===== src/rtl/core/ota_pkg.sv =====
`default_nettype none
package ota_pkg;

  localparam int DEPTH_DEF = 256;
  // widest entry index over the supported depth range (up to 4096 entries)
  localparam int IDX_W = 12;
  localparam int DATA_W = 32;

  typedef enum logic [2:0] {
    OP_INS_FRONT = 3'd0,
    OP_INS_BACK  = 3'd1,
    OP_INS_AT    = 3'd2,
    OP_DEL_FRONT = 3'd3,
    OP_DEL_BACK  = 3'd4,
    OP_DEL_AT    = 3'd5,
    OP_UPDATE    = 3'd6,
    OP_SEARCH    = 3'd7
  } op_e;

  typedef enum logic [2:0] {
    ST_OK       = 3'd0,
    ST_FULL     = 3'd1,
    ST_EMPTY    = 3'd2,
    ST_BADPOS   = 3'd3,
    ST_NOTFOUND = 3'd4
  } status_e;

  typedef enum logic [1:0] {
    CMD_NONE = 2'd0,
    CMD_INS  = 2'd1,
    CMD_DEL  = 2'd2,
    CMD_UPD  = 2'd3
  } cmd_kind_e;

  // broadcast to every cell of the chain
  typedef struct packed {
    cmd_kind_e                 kind;
    logic [IDX_W-1:0]          pos;
    logic signed [DATA_W-1:0]  value;
  } cmd_t;

endpackage
`default_nettype wire


===== src/rtl/core/ota_first.sv =====
`default_nettype none
module ota_first #(
  parameter int DEPTH = ota_pkg::DEPTH_DEF
) (
  input  logic                       clk,
  input  logic                       load,
  input  logic [DEPTH-1:0]           match,
  output logic                       root_hit,
  output logic [$clog2(DEPTH)-1:0]   root_idx
);
  import ota_pkg::*;

  localparam int L  = $clog2(DEPTH);
  localparam int NP = 1 << L;

  logic [NP-1:0] match_pad;
  logic          node_hit [NP];
  logic [L-1:0]  node_idx [NP];

  assign match_pad = NP'(match);

  // halve the tree in place each cycle, lower index wins
  always_ff @(posedge clk) begin
    if (load) begin
      for (int j = 0; j < NP; j++) begin
        node_hit[j] <= match_pad[j];
        node_idx[j] <= L'(j);
      end
    end else begin
      for (int j = 0; j < NP; j++) begin
        if (j < NP / 2) begin
          node_hit[j] <= node_hit[2*j] | node_hit[2*j+1];
          node_idx[j] <= node_hit[2*j] ? node_idx[2*j] : node_idx[2*j+1];
        end else begin
          node_hit[j] <= 1'b0;
        end
      end
    end
  end

  assign root_hit = node_hit[0];
  assign root_idx = node_idx[0];

endmodule
`default_nettype wire


===== config.mk =====
export PLATFORM = sky130hd
export DESIGN_NAME = ota_first
export DESIGN_NICKNAME = d
export VERILOG_FILES = /design/src/rtl/core/ota_pkg.sv /design/src/rtl/core/ota_first.sv
export SDC_FILE = /design/constraint.sdc
export NUM_CORES = 1
export LEC_CHECK = 0
export BUFFER_PORTS_ARGS = -buffer_cell sky130_fd_sc_hd__buf_2
export CAP_MARGIN = 20
export CORE_ASPECT_RATIO = 0.5
export CORE_UTILIZATION = 51
export DETAILED_ROUTE_END_ITERATION = 16
export PLACE_DENSITY = 0.74
export SYNTH_ARGS = -nofsm -noshare
export SYNTH_HDL_FRONTEND = slang
export SYNTH_SLANG_ARGS = --single-unit

===== constraint.sdc =====
create_clock -name clk -period 1.25 [get_ports clk]
set_input_delay 0.3125 -clock clk [delete_from_list [all_inputs] [get_ports clk]]
set_output_delay 0.3125 -clock clk [all_outputs]
set_load 0.005 [all_outputs]

[Word-level counts from Yosys, hierarchy flattened]
Memories as Yosys holds them, arrays and structs flattened.
Cells that the tools add are included.
Word-level totals
  output and inout bits: 9
  word-level logic and storage cells: 1029
  flip-flop bits (word level): 0
  bits in writable memories: 2304
  memories kept: 2
Operators by class
  bitwise operators: 512
  multiplexer cells: 515
Memories
  node_idx: words 256, width 8, read ports 256, clocked after Yosys merged registers in 0, write ports 256, RTL line ota_first.sv:18  | logic [L-1:0] node_idx [NP];
  node_hit: words 256, width 1, read ports 256, clocked after Yosys merged registers in 0, write ports 256, RTL line ota_first.sv:17  | logic node_hit [NP];
Operator list (count)
  $mux W8: 256
  $or A1 B1 Y1: 512
  $mux W1: 259

[Logic depth before layout (Yosys ltp)]
  depth in word-level cells: 3
  gate-level depth with buffers: 5
  depth with buffers taken out: 2

[Worst setup path after synthesis]
Ideal clock, no wire load.
  path type: input to register
  start: input load
  end: memory node_idx[0][0] (netlist name), enable pin
  data arrival time: 911 ps
  slack: 41 ps
  required time: 953 ps
  setup time: 297 ps
  path buffers: 2
  stages on the path: 4
  cell sequence: buf_4 > inv_2 > buf_2 > nand2_1
RTL lines
  start, declared: RTL line ota_first.sv:6  | input logic load,
  end, declared: RTL line ota_first.sv:18

==> results_dict.tcl <==
set metrics [dict create \
    outcome "finished with violations" \
    violations "negative setup slack" \
    fmax_ghz 0.7181 \
    initial_core_util_pct 52.57 \
    finalWirelength_um 53860 \
    cts-root-buf "clkbuf_16" \
    antenna_found_initial 7 \
    finalWeightedCongestion 0.8104 \
    port_buffers 266 \
    powerDensity_nw_per_um2 1690 \
    critPathKind "flip-flop to primary output" \
    final_core_util_pct 68.87 \
    die_y_um 147.5 \
    die_x_um 292.9 \
    vias_per_cell 4.810 \
    crit_cells 1 \
    core_area_sq_um 41050 \
    antenna_left 0 \
    place_ws_ps 48.30 \
    synth_nets 2323 \
    wl_per_cell_um 16.86 \
    cp-end-kind "primary output" \
    p_clk_share_pct 38.7 \
    syn2layout_area_growth_pct 31.01 \
    htree_levels 2 \
    power_frac_comb_pct 8.6 \
    drt_iter0_drc 1054 \
    synthesis.area_sq_um 21580 \
    p_leak_nw 12.91 \
    netSwitchingPower_mw 10.90 \
    synth.distinct_cells 21 \
    first_global_vias 16090 \
    grt_pass1_wl_um 83060 \
    finalCritPeriodShare_pct 111.4 \
    cpMaxStageDelayCell "edfxtp_1" \
    p_int_mw 36.88 \
    synth-seq-cells 715 \
    yosysTopAreaCell "dfxtp_1" \
    cp_num_buf_inv 1 \
    netSwitchingFraction_pct 22.81 \
    r2r_cells 3 \
    hold_depth 2 \
    numCtsBuffers 55 \
    syn_area_per_cell_sq_um 10.45 \
    startpoint_type "flip-flop" \
    cp_top_family "flip-flops" \
    dp_hpwl_um 29370 \
    synthTopCellsByArea "dfxtp_1, mux2i_1, nor2_1" \
    final_layout_size_suffix_gt1_share_pct 16.60 \
    yosys.area.top_type_share_pct 65.58 \
    insertion_delay_ps 600 \
    grt_overflow 0 \
    finalSetupViolations 9 \
    most-common-layout-cells "dfxtp_1, nor2_1, nand2_1, buf_2, dlygate4sd3_1" \
    cts_tree "yes" \
    maxSlewViolCount 0 \
    fin_setup_tns_ps -1125 \
    crit_fanout 1 \
    die-area_sq_um 43200 \
    peakVddDrop_mv 1.141 \
    power_frac_seq_pct 52.6 \
    cap_violations 0 \
    tightest_slew_ps 687.1 \
    netlist_instances 2065 \
    slew_headroom_pct 54.13 \
    grt_max_degree 64 \
    synth_warnings 0 \
    drt_first_pass_iters 6 \
    layout_commonest_cell "dfxtp_1" \
    max-clock-path-buffers 3 \
    worst_slack_ps -142.6 \
    cp.arrival_ps 1080 \
    timing.final.crit_period_ps 1393 \
    grt_setup_unrepaired "true" \
    max_stage_delay_ps 360 \
    path_clk_slew_ps 70 \
    fin_nets 2834 \
    cp.required_ps 940 \
    worst_hold_path_type "primary input to flip-flop" \
    io_pins 267 \
    cts.sinks 715 \
    grtUsageTotal_pct 24.52 \
    drc_errors 0 \
    core.rowCount 52 \
    dr_total_vias 15360 \
    fin_skew_ps 30.17 \
    hold_violations 0 \
    yosysSeqAreaShare_pct 66.69 \
    crit_chain "buf_2" \
]
-- power by group through the flow --
| stage | clock (mW) | combinational, mW | sequential (mW) |
|---|---|---|---|
| after global placement | 0 | 3.23 | 25.5 |
| after floorplan | 0 | 2.16 | 25.3 |
| after detailed placement | 0 | 3.29 | 25.6 |
| after global routing | 19.7 | 4.49 | 25.3 |
| final | 18.5 | 4.13 | 25.1 |
| after CTS | 18.5 | 3.95 | 25.1 |
-- cell type report --
class,instances,area (sq um)
Tap cell,567,709.4
Multi-Input combinational cell,1157,6310
Fill cell,2726,12780
Clock inverter,23,315.3
Clock buffer,78,1584
Timing Repair Buffer,591,4732
Antenna cell,7,17.52
Inverter,56,212.7
Sequential cell,715,14400
-- flip-flops by register name, summed over array words and instances, names as in the netlist --
| name | flops |
|---|---|
| node_idx | 459 |
| node_hit | 256 |
-- metal layers --
layer	up-vias	part of all wire, %	global-route usage (%)
met5	-	0	0
met4	0	4.2	11.91
met3	184	4.7	4.435
met2	458	49	43.33
met1	7208	42	28.92
li1	7514	-	-
-- per-stage QoR --
step | std cells | power [mW] | hold slack, ps | instance area, sq um
floorplan | 2065 | 27.44 | 340.2 | 21580
detailed placement | 2829 | 28.89 | 373.8 | 23790
finish | 3194 | 47.78 | 40.45 | 28280
global route | 3194 | 49.43 | 42.07 | 28280
CTS | 3185 | 47.49 | 11.53 | 28240
global placement | 2829 | 28.78 | 370.9 | 23790
-- worst paths after layout --
check	start	slack [ps]	to
max	node_idx[0][6]$_SDFFCE_PP0P_	-140	root_idx[6]
min reg2reg	node_hit[1][34]$_SDFF_PN0_	390	node_idx[0][648]$_SDFF_PP1_
max reg2reg	node_hit[0][10]$_DFF_P_	50	node_idx[0][45]$_SDFF_PP0_
min	load	40	node_idx[0][189]$_SDFF_PP0_
-- Yosys cell counts --
| cell type | n |
|---|---|
| dfxtp_1 | 707 |
| nor2_1 | 336 |
| nand2_1 | 278 |
| mux2i_1 | 213 |
| o21ai_0 | 136 |
| and2_1 | 128 |
| buf_2 | 73 |
| inv_1 | 54 |
| clkbuf_1 | 31 |
| nor2b_1 | 25 |
| a21oi_1 | 23 |
| buf_1 | 12 |
| buf_4 | 11 |
| nand2b_1 | 11 |
| clkbuf_2 | 8 |
| edfxtp_1 | 8 |
| or2_2 | 5 |
| buf_6 | 2 |
| inv_2 | 2 |
| nor2_4 | 1 |
| or2_1 | 1 |
-- cells by family (layout without fill, tap and decap cells) --
logic type | count (synthesis) | count (layout) | synth area share [%]
mux | 213 | 213 | 9.878
buf+inv | 193 | 748 | 4.087
flops | 715 | 715 | 66.69
simple gates | 785 | 785 | 15.66
other cells | 0 | 7 | 0
compound gates | 159 | 159 | 3.687
-- what timing repair did --
item                                   in CTS  in global routing
pin swaps                                   0                  0
resized for setup                           1                  0
hold buffers                              255                  0
endpoints found under the hold margin     255                  0
buffers inserted                            0                  2
setup endpoints to repair                   9                  9
Note: power is estimated with default switching activity, not from simulation.
