==> src/rtl/core/ota_pkg.sv <==
`default_nettype none
package ota_pkg;

  localparam int DEPTH_DEF = 256;
  // widest entry index over the supported depth range (up to 4096 entries)
  localparam int IDX_W = 12;
  localparam int DATA_W = 32;

  typedef enum logic [2:0] {
    OP_INS_FRONT = 3'd0,
    OP_INS_BACK  = 3'd1,
    OP_INS_AT    = 3'd2,
    OP_DEL_FRONT = 3'd3,
    OP_DEL_BACK  = 3'd4,
    OP_DEL_AT    = 3'd5,
    OP_UPDATE    = 3'd6,
    OP_SEARCH    = 3'd7
  } op_e;

  typedef enum logic [2:0] {
    ST_OK       = 3'd0,
    ST_FULL     = 3'd1,
    ST_EMPTY    = 3'd2,
    ST_BADPOS   = 3'd3,
    ST_NOTFOUND = 3'd4
  } status_e;

  typedef enum logic [1:0] {
    CMD_NONE = 2'd0,
    CMD_INS  = 2'd1,
    CMD_DEL  = 2'd2,
    CMD_UPD  = 2'd3
  } cmd_kind_e;

  // broadcast to every cell of the chain
  typedef struct packed {
    cmd_kind_e                 kind;
    logic [IDX_W-1:0]          pos;
    logic signed [DATA_W-1:0]  value;
  } cmd_t;

endpackage
`default_nettype wire

==> src/rtl/core/ota_cell.sv <==
`default_nettype none
module ota_cell #(
  parameter int INDEX = 0
) (
  input  logic                             clk,
  input  ota_pkg::cmd_t                    cmd,
  input  logic signed [ota_pkg::DATA_W-1:0] left,
  input  logic signed [ota_pkg::DATA_W-1:0] right,
  output logic signed [ota_pkg::DATA_W-1:0] entry,
  output logic                             hit
);
  import ota_pkg::*;

  localparam logic [IDX_W-1:0] IDX = IDX_W'(INDEX);

  always_ff @(posedge clk) begin
    unique case (cmd.kind)
      CMD_INS: begin
        if (IDX > cmd.pos) begin
          entry <= left;
        end else if (IDX == cmd.pos) begin
          entry <= cmd.value;
        end
      end
      CMD_DEL: begin
        if (IDX >= cmd.pos) begin
          entry <= right;
        end
      end
      CMD_UPD: begin
        if (IDX == cmd.pos) begin
          entry <= cmd.value;
        end
      end
      CMD_NONE: begin
      end
      default: begin
      end
    endcase
  end

  assign hit = (entry == cmd.value);

endmodule
`default_nettype wire

==> config.mk <==
export PLATFORM = sky130hd
export DESIGN_NAME = ota_cell
export DESIGN_NICKNAME = d
export VERILOG_FILES = /design/src/rtl/core/ota_pkg.sv /design/src/rtl/core/ota_cell.sv
export SDC_FILE = /design/constraint.sdc
export NUM_CORES = 1
export LEC_CHECK = 0
export BUFFER_PORTS_ARGS = -buffer_cell sky130_fd_sc_hd__buf_4
export CORE_UTILIZATION = 45
export DETAILED_ROUTE_END_ITERATION = 12
export PLACE_DENSITY = 0.92
export SETUP_SLACK_MARGIN = 0.05
export SYNTH_ARGS = -nofsm -noshare
export SYNTH_HDL_FRONTEND = slang
export SYNTH_SLANG_ARGS = --single-unit
==> constraint.sdc <==
create_clock -name clk -period 4.2 [get_ports clk]
set_clock_uncertainty 0.1 [all_clocks]
set_input_delay 0.42 -clock clk [delete_from_list [all_inputs] [get_ports clk]]
set_output_delay 0.42 -clock clk [all_outputs]
set_load 0.1 [all_outputs]
# [Word-level counts from Yosys, hierarchy flattened]
# Index checks and enable logic that the tools add are counted.
[op_classes] order_cmp=2 eq_ne=5 n_mux=4 n_reduce_logical=3
[ops] cell="2-to-1 mux 32 bit" count=3
[ops] cell="one-hot mux 32 bit (3 select lines)" count=1
[ops] cell="equality test 32 bit" count=1
[ops] cell=">= comparator 1 x 12 -> 1 bit (first input constant)" count=1
[ops] cell="> comparator 1 x 12 -> 1 bit (first input constant)" count=1
[ops] cell="zero test 12 bit" count=1
[ops] cell="equality test 2 bit (second input constant)" count=2
[ops] cell="nonzero test 3 bit" count=1
[ops] cell="equality test 2 x 1 -> 1 bit (second input constant)" count=1
[ops] cell="inequality test 2 bit (second input constant)" count=1
[ops] cell="AND reduction 2 bit" count=1
[word_totals] ff_bits=32 in_bits=111 elab_cells=15

# [Depth between registers and ports, before layout]
# Gate-level depths: netlist (run 1).
[depth] depth_word=4 mapped_depth=6 depth_no_buf=4

# [Worst setup path after synthesis (run 1)]
# Ideal clock, no wire load.
[synth_path] kind="reg-to-output" from="register entry[22] (netlist bit)" to="output port hit" arrival_time_ns=2.766 t_required_ns=3.680 slack_ns=0.914 stages_incl_launch_ff=5 path_buffers=0 cell_sequence="edfxtp_1 xor2_1 nor4_1 nand4_1 nor2_1"
[synth_via] elab_chain_len=1
[synth_rtl] item="start: declaration" line_no="ota_cell.sv:9" source="output logic signed [ota_pkg::DATA_W-1:0] entry,"
[synth_rtl] item="start signal: assignment" line_no="ota_cell.sv:20" source="entry <= left;"
[synth_rtl] item="start signal: assignment" line_no="ota_cell.sv:22" source="entry <= cmd.value;"
[synth_rtl] item="start signal: assignment" line_no="ota_cell.sv:27" source="entry <= right;"
[synth_rtl] item="equality test 32 bit" line_no="ota_cell.sv:42" source="assign hit = (entry == cmd.value);"
[synth_rtl] item="end: declaration" line_no="ota_cell.sv:10" source="output logic hit"
# No other way between the ends.

# [Worst setup path in the final report (run 1)]
[layout_path] from="register entry[29] (netlist bit)" to="output port hit"
# Same word-level chain as after synthesis.

==> impl_results.md, run 1 <==
- Status: finished clean
- LEAKAGE: 1.30 nW
- Netlist cell types: 16
- GRT overflow: 0
- Post-DP HPWL: 4020 um
- Post-synthesis cell area: 2040 um2
- WP data required: 3680 ps
- PwrDens: 331 nW/um2
- Number of buffers and inverters on the critical path: 1
- Area contributors post-synth: edfxtp_1 47%, xor2_1 14%, nand2_1 12%
- Vias in the first global route: 1938
- H-tree depth: 2
- Root cell of the clock tree: clkbuf_8
- Final min period: 2410 ps
- First-pass detailed-route iteration total: 4
- Final wirelength: 5540 um
- Cell Chain, Critical Path: xor2_1 > nor4_1 > nand4_1 > nor2_1 > buf_4
- Critical Path AT: 1890 ps
- Die Y-Extent: 69.3 um
- Sequential Area: 961 um2
- Share of layout cells above drive strength 1: 37.3%
- IO Port Bufs: 111
- Final instance area: 2920 um2
- Nets: 441
- CTS tree: yes
- CP top delay family: simple AND/OR/NAND/NOR gates
- CTS max path bufs: 2
- Die W: 69.3 um
- Initial DRC count: 165
- Setup violations, final: 0
- Largest regs: entry: 32 flops
- Period utilisation layout: 57.4%
- Avg Inst Size Synth: 9.11 um2
- Design Power: 0.969 mW
- TritonCTS Buffers: 5
- Placed instance area: 2850 um2
- Setup slack after layout: 1790 ps
- Fill cell count: 367
- Antenna violations before repair: 0
- Ant diodes: 0
- FF+latch count, synth: 32
- Detail Route Antenna Nets: 0
- DR WL/cell: 14.5 um
- Pre-CTS WS: 1630 ps
- Die area: 4810 um2
- Final Hold Viols: 0
- Vias: 2060
- Area of the multi-input gates: 973 um2
- Endpoint class of the critical path: primary output
- Peak supply drop: 0.000209 V
- Post-Syn Nets: 335
- Pin slew with the least headroom to its limit: 1150 ps
- Top-area cell type share of the netlist area: 47.1%
- Slowest stage delay, CP: 440 ps
- Setup TNS: 0 ps
- Initial Util: 46.9%
- Post_cts resized: 0
- Ports: 144
- Syn. warnings: 0
- Worst-skew pair later-pin latency: 280 ps
- Crit-path slowest cell: edfxtp_1
- Startpoint types: register
- Total GRT Usage: 23.0%
- Crit-path max FO: 3
- Post-CTS Hold Buffers: 0
- Via density per instance: 5.39
- First-pass GRT wire length: 8880 um
- Largest Register: entry
- Post-synth top area cell: edfxtp_1
- Max Cap Violations: 0
- Final Max Slew Viols: 0
- Max FFs per register: 32
- CTS clock-pin slew for the worst setup and hold paths: 70 ps
- Cell count after synthesis: 224
- RePlAce Congestion: 0.790
- Area Growth Syn to Fin: 43.3%
- Non-Filler Instances: 382
- Row cnt: 24
- RSZ-0062 raised after global routing: false
- DRC: 0
- Hold Crit Class: primary input to register
- Post-CTS Setup Repair Bufs: 0
- # placed instances: 375
- Max-slew headroom: 23.4%
- Pin count of the biggest net entering global routing: 65
- Sequential area share after synthesis: 47.1%
- Placeable Area: 4350 um2
- Sink Count: 32
- Setup Crit Path Kind: register to primary output
- Achievable Freq: 0.415 GHz
stage by stage:
| step | hold WS (ps) | utilization [%] |
|---|---|---|
| 5_1_grt | 387 | 67.2 |
| 3_5_place_dp | 579 | 65.4 |
| 3_3_place_gp | 555 | 65.4 |
| 4_1_cts | 388 | 67.2 |
| 6_report | 389 | 67.2 |
| 2_1_floorplan | 574 | - |
routing by layer:
layer	share of wire (%)	vias up	global-route usage [%]	wire length, um
met2	52	99	39.7	2880
met3	6.5	9	5.23	360
met5	0	-	0	0
met4	1.1	0	5.90	61
li1	-	994	-	-
met1	40	958	29.0	2240
worst register-to-register path, cell delays in order, from the launching register on:
cell and delay (ps):
edfxtp_1 440, nand2_1 100, a31oi_1 100
cells by family after synthesis:
| logic type | after synthesis | synth area share [%] |
|---|---|---|
| flops | 32 | 47.1 |
| buf+inv | 14 | 5.33 |
| simple gates | 113 | 23.6 |
| compound gates | 33 | 10.2 |
| xor+xnor | 32 | 13.7 |
layout by cell type (no fill, tap or decap), drive strengths merged:
cell type and n:
a21o 1, a31oi 32, and3 1, buf 113, clkbuf 5, clkinv 2, edfxtp 32, nand2 64
nand2b 1, nand3 1, nand4 2, nor2 33, nor4 11, xor2 32
cell type report:
cell class	count	area share, %
clock buffer	5	2.35
clock inverter	2	0.257
multi-input combinational	178	33.3
sequential	32	32.9
tap	52	2.23
timing repair buffer	113	29.0
final timing paths:
check	slack, ps	start	end	depth (start not counted)
setup reg to reg	3150	entry[5]$_DFFE_PP_	entry[5]$_DFFE_PP_	2
setup / recovery	1790	entry[29]$_DFFE_PP_	hit	5
hold reg to reg	590	entry[11]$_DFFE_PP_	entry[11]$_DFFE_PP_	2
hold / removal	390	right[4]	entry[4]$_DFFE_PP_	3
synth_stat cells:
cell / count
buf_6: 1
nand3_1: 1
nand2_1: 64
buf_12: 3
nand4_1: 2
xor2_1: 32
a31oi_1: 32
nor2_1: 33
a21o_2: 1
clkbuf_1: 9
nand2b_1: 1
and3_1: 1
edfxtp_1: 32
buf_1: 1
nor4_2: 3
nor4_1: 8
power breakdown:
part	leakage, nW	internal, mW	switching, mW
Clock	0.0391	0.109	0.108
Combinational	0.955	0.107	0.239
Sequential	0.307	0.384	0.0219
Total	1.30	0.600	0.369
No activity file was read; power rests on OpenSTA's default activity.
==> run 2, diff against run 1 <==
Settings changed: CORE_UTILIZATION 45 to 41, PLACE_DENSITY 0.92 to 0.85.
Clock period 4.2 ns to 2.3 ns, I/O delays scaled along.
==> run 2 against run 1 <==
Core utilization decreased by 3.7 points. Via count decreased by 1.4%. Sequential cell count unchanged. Design area increased by 3.1%. Sequential share of layout area decreased by 1.0 points. Clock-buffer cell count unchanged.
==> impl_results.md, run 2 (same netlist as run 1, synthesis figures left out) <==
- Status: finished clean
- Area Growth Syn to Fin: 47.8%
- Clock power frac: 23.0% (+0.5 points)
- Vias in the first global route: 1931 (-0.36%)
- Final Hold Viols: 0 (unchanged)
- Antenna violations before repair: 0 (unchanged)
- Pin count of the biggest net entering global routing: 34 (-48%)
- Startpoint types: register
- WP data required: 1970 ps (-1710 ps)
- Endpoint, Worst Hold: entry[16]$_DFFE_PP_
- Placed instance area: 2920 um2 (+2.4%)
- CTS tree: yes
- # placed instances: 394 (+5.1%)
- Area of the multi-input gates: 993 um2 (+2.1%)
- Max Cap Violations: 0 (unchanged)
- Via density per instance: 5.05 (-6.3%)
- Die area: 5260 um2 (+9.5%)
- Endpoint class of the critical path: primary output
- Worst-skew pair later-pin latency: 280 ps (about the same)
- CTS clock-pin slew for the worst setup and hold paths: 70 ps (about the same)
- Nets: 445 (+0.91%)
- Vias: 2032 (-1.4%)
- Crit-path max FO: 3 (unchanged)
- DRC: 0 (unchanged)
- Post-CTS Hold Buffers: 0 (unchanged)
- Setup Crit Path Kind: register to primary output
- Share of layout cells above drive strength 1: 39.4% (+2.1 points)
- Final min period: 2150 ps
- Die W: 72.6 um (+4.6%)
- Design Power: 1.80 mW (+86%)
- Setup violations, final: 0 (unchanged)
- RSZ-0062 raised after global routing: false
- Pre-CTS WS: 269 ps (-1370 ps)
- PwrDens: 597 nW/um2 (+80%)
- Flop pwr share: 41.1% (-0.7 points)
- GRT overflow: 0 (unchanged)
- Final Max Slew Viols: 0 (unchanged)
- TritonCTS Buffers: 5 (unchanged)
- Worst Setup SP: entry[1]$_DFFE_PP_
- Hold Crit Class: primary input to register
- Switching power: 0.692 mW (+88%)
- Post-DP HPWL: 4350 um (+8.2%)
- Placeable Area: 4750 um2 (+9.2%)
- Non-Filler Instances: 402 (+5.2%)
- Root cell of the clock tree: clkbuf_8
- Peak supply drop: 0.000333 V (+59%)
- Max FFs per register: 32 (unchanged)
- Final cell utilization of the core: 63.4% (-3.7 points)
- LEAKAGE: 1.33 nW (+2.5%)
- Combinational group share of total power: 35.9% (+0.2 points)
- Flop-to-flop setup slack: 1310 ps (-1840 ps)
- Critical Path AT: 1820 ps (-70 ps)
- Final instance area: 3020 um2 (+3.1%)
- Reg2reg path depth: 2 (unchanged)
- Worst flop-to-flop path startpoint: entry[1]$_DFFE_PP_
- Most common cell after layout, fill and taps aside: buf_4
- CTS max path bufs: 2 (unchanged)
- Row cnt: 25 (+4.2%)
- Critical R2R Capture: entry[1]$_DFFE_PP_
- Total GRT Usage: 22.2% (-0.84 points)
- H-tree depth: 2 (unchanged)
- Ports: 144 (unchanged)
- DR WL/cell: 14.4 um (-0.89%)
- Ant diodes: 0 (unchanged)
- Largest Register: entry
- Initial DRC count: 110 (-33%)
- Period utilisation layout: 93.5%
- Setup slack after layout: 150 ps (-1640 ps)
- RePlAce Congestion: 0.804 (+1.7%)
- Power Internal: 1.11 mW (+84%)
- First-pass detailed-route iteration total: 4 (unchanged)
- Worst Hold Path Cells: 3 (unchanged)
- Sequential Area: 961 um2 (unchanged)
- Max-slew headroom: 77.1% (+54 points)
- Initial Util: 42.9% (-3.9 points)
- HP Start: right[16]
- Final wirelength: 5780 um (+4.3%)
- Sink Count: 32 (unchanged)
- IO Port Bufs: 111 (unchanged)
- Achievable Freq: 0.465 GHz
- Most frequent cells in the layout: 115 x buf_4, 64 x nand2_1
- Net Sw Frac: 38.5% (+0.40 points)
- Fill cell count: 421 (+15%)
- Pin slew with the least headroom to its limit: 340 ps (-808 ps)
- Largest regs: entry: 32 flops
- First-pass GRT wire length: 8800 um (-0.86%)
- Detail Route Antenna Nets: 0 (unchanged)
- Die Y-Extent: 72.6 um (+4.6%)
[run 2: cell count changes in the layout (fill, tap and decap cells not counted)]
cell / change
buf_4: +2
clkinv_2: +2
nor2_1: -1
clkinv_1: -1
buf_6: +1
nor4_2: +2
nor2_4: +1
nor4_1: -2
buf_12: +1
[run 2: cell type report]
class	instances	area share (%)
Timing Repair Buffer	117	29.7
Clock buffer	5	2.28
Multi-Input combinational cell	178	32.9
Sequential cell	32	31.9
Clock inverter	3	0.456
Tap cell	67	2.78
[run 2: timing repair]
item,CTS,global route
gates resized for setup,2,1
endpoints found under the setup margin,1,1
setup buffers,0,0
[run 2: worst max path at each step]
stage | to | cells after the start
2_1_floorplan | hit | 4
3_3_place_gp | hit | 5
3_5_place_dp | hit | 5
4_1_cts | hit | 5
5_1_grt | hit | 5
6_report | hit | 5
[run 2: stage by stage]
step | hold slack, ps | TNS, ps
after floorplan | 384 | -92.8
after global placement | 472 | 0
after detailed placement | 481 | 0
after CTS | 182 | 0
after global routing | 202 | 0
final | 184 | 0
[run 2: critical path, stage by stage (launching register included)]
cell and delay (ps):
edfxtp_1 440, xor2_1 190, nor4_1 360, nand4_1 200
nor2_4 120, buf_6 230
[run 2: power by group through the flow]
stage	Sequential, mW	Clock [mW]	Combinational (mW)
global placement	0.748	0	0.632
detailed placement	0.751	0	0.641
finish	0.739	0.415	0.645
global route	0.744	0.443	0.676
floorplan	1.04	0	0.122
CTS	0.739	0.417	0.647
[run 2: per-layer routing]
metal | global-route usage (%) | share of wire [%]
met5 | 0 | 0
met4 | 7.19 | 1.8
met3 | 5.83 | 7.5
met2 | 37.7 | 50
met1 | 27.3 | 40
==> run 3, diff against run 2 <==
Settings changed: CORE_UTILIZATION 41 to 45, PLACE_DENSITY 0.85 to 0.92.
Clock period 2.3 ns to 2.5 ns, I/O delays scaled along.
==> run 3 against run 2 <==
Critical path depth unchanged. Setup slack improved by 74 ps. Core utilization up 4.9 points. Register-to-register slack better by 200 ps. Design area fell by 1.3%. Global-route usage rose by 1.1 points. Clock power shrank 10%. Final cell count is 4.2% lower. Clock-buffer cell count grew 2. Die area down 8.7%. Sequential power is 8.1% lower. Highest routed layer unchanged.
==> impl_results.md, run 3 (same netlist as run 1, synthesis figures left out) <==
- DR WL/cell: 14.6 um (+1.9%)
- CTS tree: yes
- CTS max path bufs: 2 (unchanged)
- Root cell of the clock tree: clkbuf_8
- Worst flop-to-flop path startpoint: entry[28]$_DFFE_PP_
- Setup Crit Path Kind: register to primary output
- IO Port Bufs: 111 (unchanged)
- HP Start: right[13]
- Largest Register: entry
- Nets: 443 (-0.45%)
- Setup violations, final: 0 (unchanged)
- Via density per instance: 5.24 (+3.7%)
- Critical R2R Capture: entry[28]$_DFFE_PP_
- Ports: 144 (unchanged)
- Largest regs: entry: 32 flops
- RePlAce Congestion: 0.821 (+2.1%)
- Die area: 4810 um2 (-8.7%)
- Vias in the first global route: 1943 (+0.62%)
- Most frequent cells in the layout: 113 x buf_4, 64 x nand2_1
- Achievable Freq: 0.439 GHz
- Die Y-Extent: 69.3 um (-4.4%)
- Post-CTS Hold Buffers: 0 (unchanged)
- Ant diodes: 0 (unchanged)
- Hold Crit Class: primary input to register
- Wire length on met1: 2340 um (+0.21%)
- Placeable Area: 4350 um2 (-8.4%)
- LEAKAGE: 1.32 nW (-0.87%)
- Final Max Slew Viols: 0 (unchanged)
- Max FFs per register: 32 (unchanged)
- Max-slew headroom: 60.3% (-17 points)
- WP data required: 2150 ps (+180 ps)
- Endpoint, Worst Hold: entry[13]$_DFFE_PP_
- H-tree depth: 2 (unchanged)
- Startpoint types: register
- Antenna violations before repair: 0 (unchanged)
- Row cnt: 24 (-4.0%)
- Initial Util: 46.9% (+3.9 points)
- Worst Hold Path Cells: 3 (unchanged)
- Critical Path AT: 1930 ps (+110 ps)
- Non-Filler Instances: 385 (-4.2%)
- Max Cap Violations: 0 (unchanged)
- Most common cell after layout, fill and taps aside: buf_4
- Setup TNS: 0 ps (unchanged)
- Period utilisation layout: 91.1%
- TritonCTS Buffers: 5 (unchanged)
- Reg2reg path depth: 2 (unchanged)
- Met2 WL: 2870 um (-1.4%)
- Post-CTS Setup Repair Bufs: 0 (unchanged)
- Status: finished clean
- Initial DRC count: 204 (+85%)
- Total GRT Usage: 23.3% (+1.1 points)
- Pin slew with the least headroom to its limit: 595 ps (+255 ps)
- Endpoint class of the critical path: primary output
- Sink Count: 32 (unchanged)
- Peak supply drop: 0.000357 V (+7.2%)
- RSZ-0062 raised after global routing: false
- Pin count of the biggest net entering global routing: 35 (+2.9%)
- Flop-to-flop setup slack: 1510 ps (+200 ps)
- Final min period: 2280 ps
- Routed wire length on met3: 332 um (-24%)
- Hold WS: 223 ps (+39.1 ps)
- Final Hold Viols: 0 (unchanged)
- Vias: 2018 (-0.69%)
- PwrDens: 552 nW/um2 (-7.5%)
- # placed instances: 377 (-4.3%)
- Final cell utilization of the core: 68.3% (+4.9 points)
- GRT overflow: 0 (unchanged)
- Crit-path max FO: 3 (unchanged)
- Design Power: 1.64 mW (-8.7%)
- Worst-skew pair later-pin latency: 270 ps (about the same)
- Share of layout cells above drive strength 1: 37.8% (-1.6 points)
- Die W: 69.3 um (-4.4%)
- Top Metal Used: met4
- Detail Route Antenna Nets: 0 (unchanged)
- Area Growth Syn to Fin: 45.8%
- DRC: 0 (unchanged)
- First-pass detailed-route iteration total: 4 (unchanged)
- Final wirelength: 5640 um (-2.4%)
- First-pass GRT wire length: 8870 um (+0.78%)
- Post_cts resized: 0 (-2)
- CTS clock-pin slew for the worst setup and hold paths: 70 ps (about the same)
- Post-DP HPWL: 4270 um (-1.9%)
## run 3: cell types whose count changed in the layout (fill, tap and decap cells not counted)
cell | before | now
buf_4 | 115 | 113
clkbuf_1 | 0 | 2
clkinv_2 | 2 | 0
nor4_1 | 6 | 8
nor4_2 | 5 | 3
buf_12 | 1 | 2
buf_6 | 1 | 0
## run 3: layer usage
metal  vias to the layer above  global-route usage (%)
li1                       1002                       -
met5                         -                       0
met2                        87                    40.1
met4                         0                    6.58
met1                       919                    29.1
met3                        10                    5.52
## run 3: area by class of cell
cell class | count | area, um2
clock buffers | 7 | 76.3
flip-flops and latches | 32 | 961
repair buffers | 115 | 888
well taps | 52 | 65.1
multi-input cells | 178 | 981
fillers | 359 | 1380
clock inverters | 1 | 3.75
## run 3: how the worst max path moves through the flow
stage / start / end / slack [ps]
6_report: entry[1]$_DFFE_PP_ / hit / 220
5_1_grt: entry[2]$_DFFE_PP_ / hit / 90
4_1_cts: entry[2]$_DFFE_PP_ / hit / 170
3_5_place_dp: entry[2]$_DFFE_PP_ / hit / 480
3_3_place_gp: entry[29]$_DFFE_PP_ / hit / 540
2_1_floorplan: entry[5]$_DFFE_PP_ / hit / 90
## run 3: critical path, cell delays in order (launching register included)
cell      delay (ps)
edfxtp_1         430
xor2_1           190
nor4_1           380
nand4_1          230
nor2_4           140
buf_4            290
## run 3: report_power, final
group          internal (mW)  switching, mW
Sequential             0.644         0.0357
Combinational          0.186          0.403
Clock                  0.194          0.180
Total                   1.02          0.618
## run 3: per-stage QoR
step	worst slack, ps	area, um2
2_1_floorplan	85.2	2050
3_3_place_gp	536	2900
3_5_place_dp	479	2900
4_1_cts	175	2980
5_1_grt	88.1	2980
6_report	224	2980
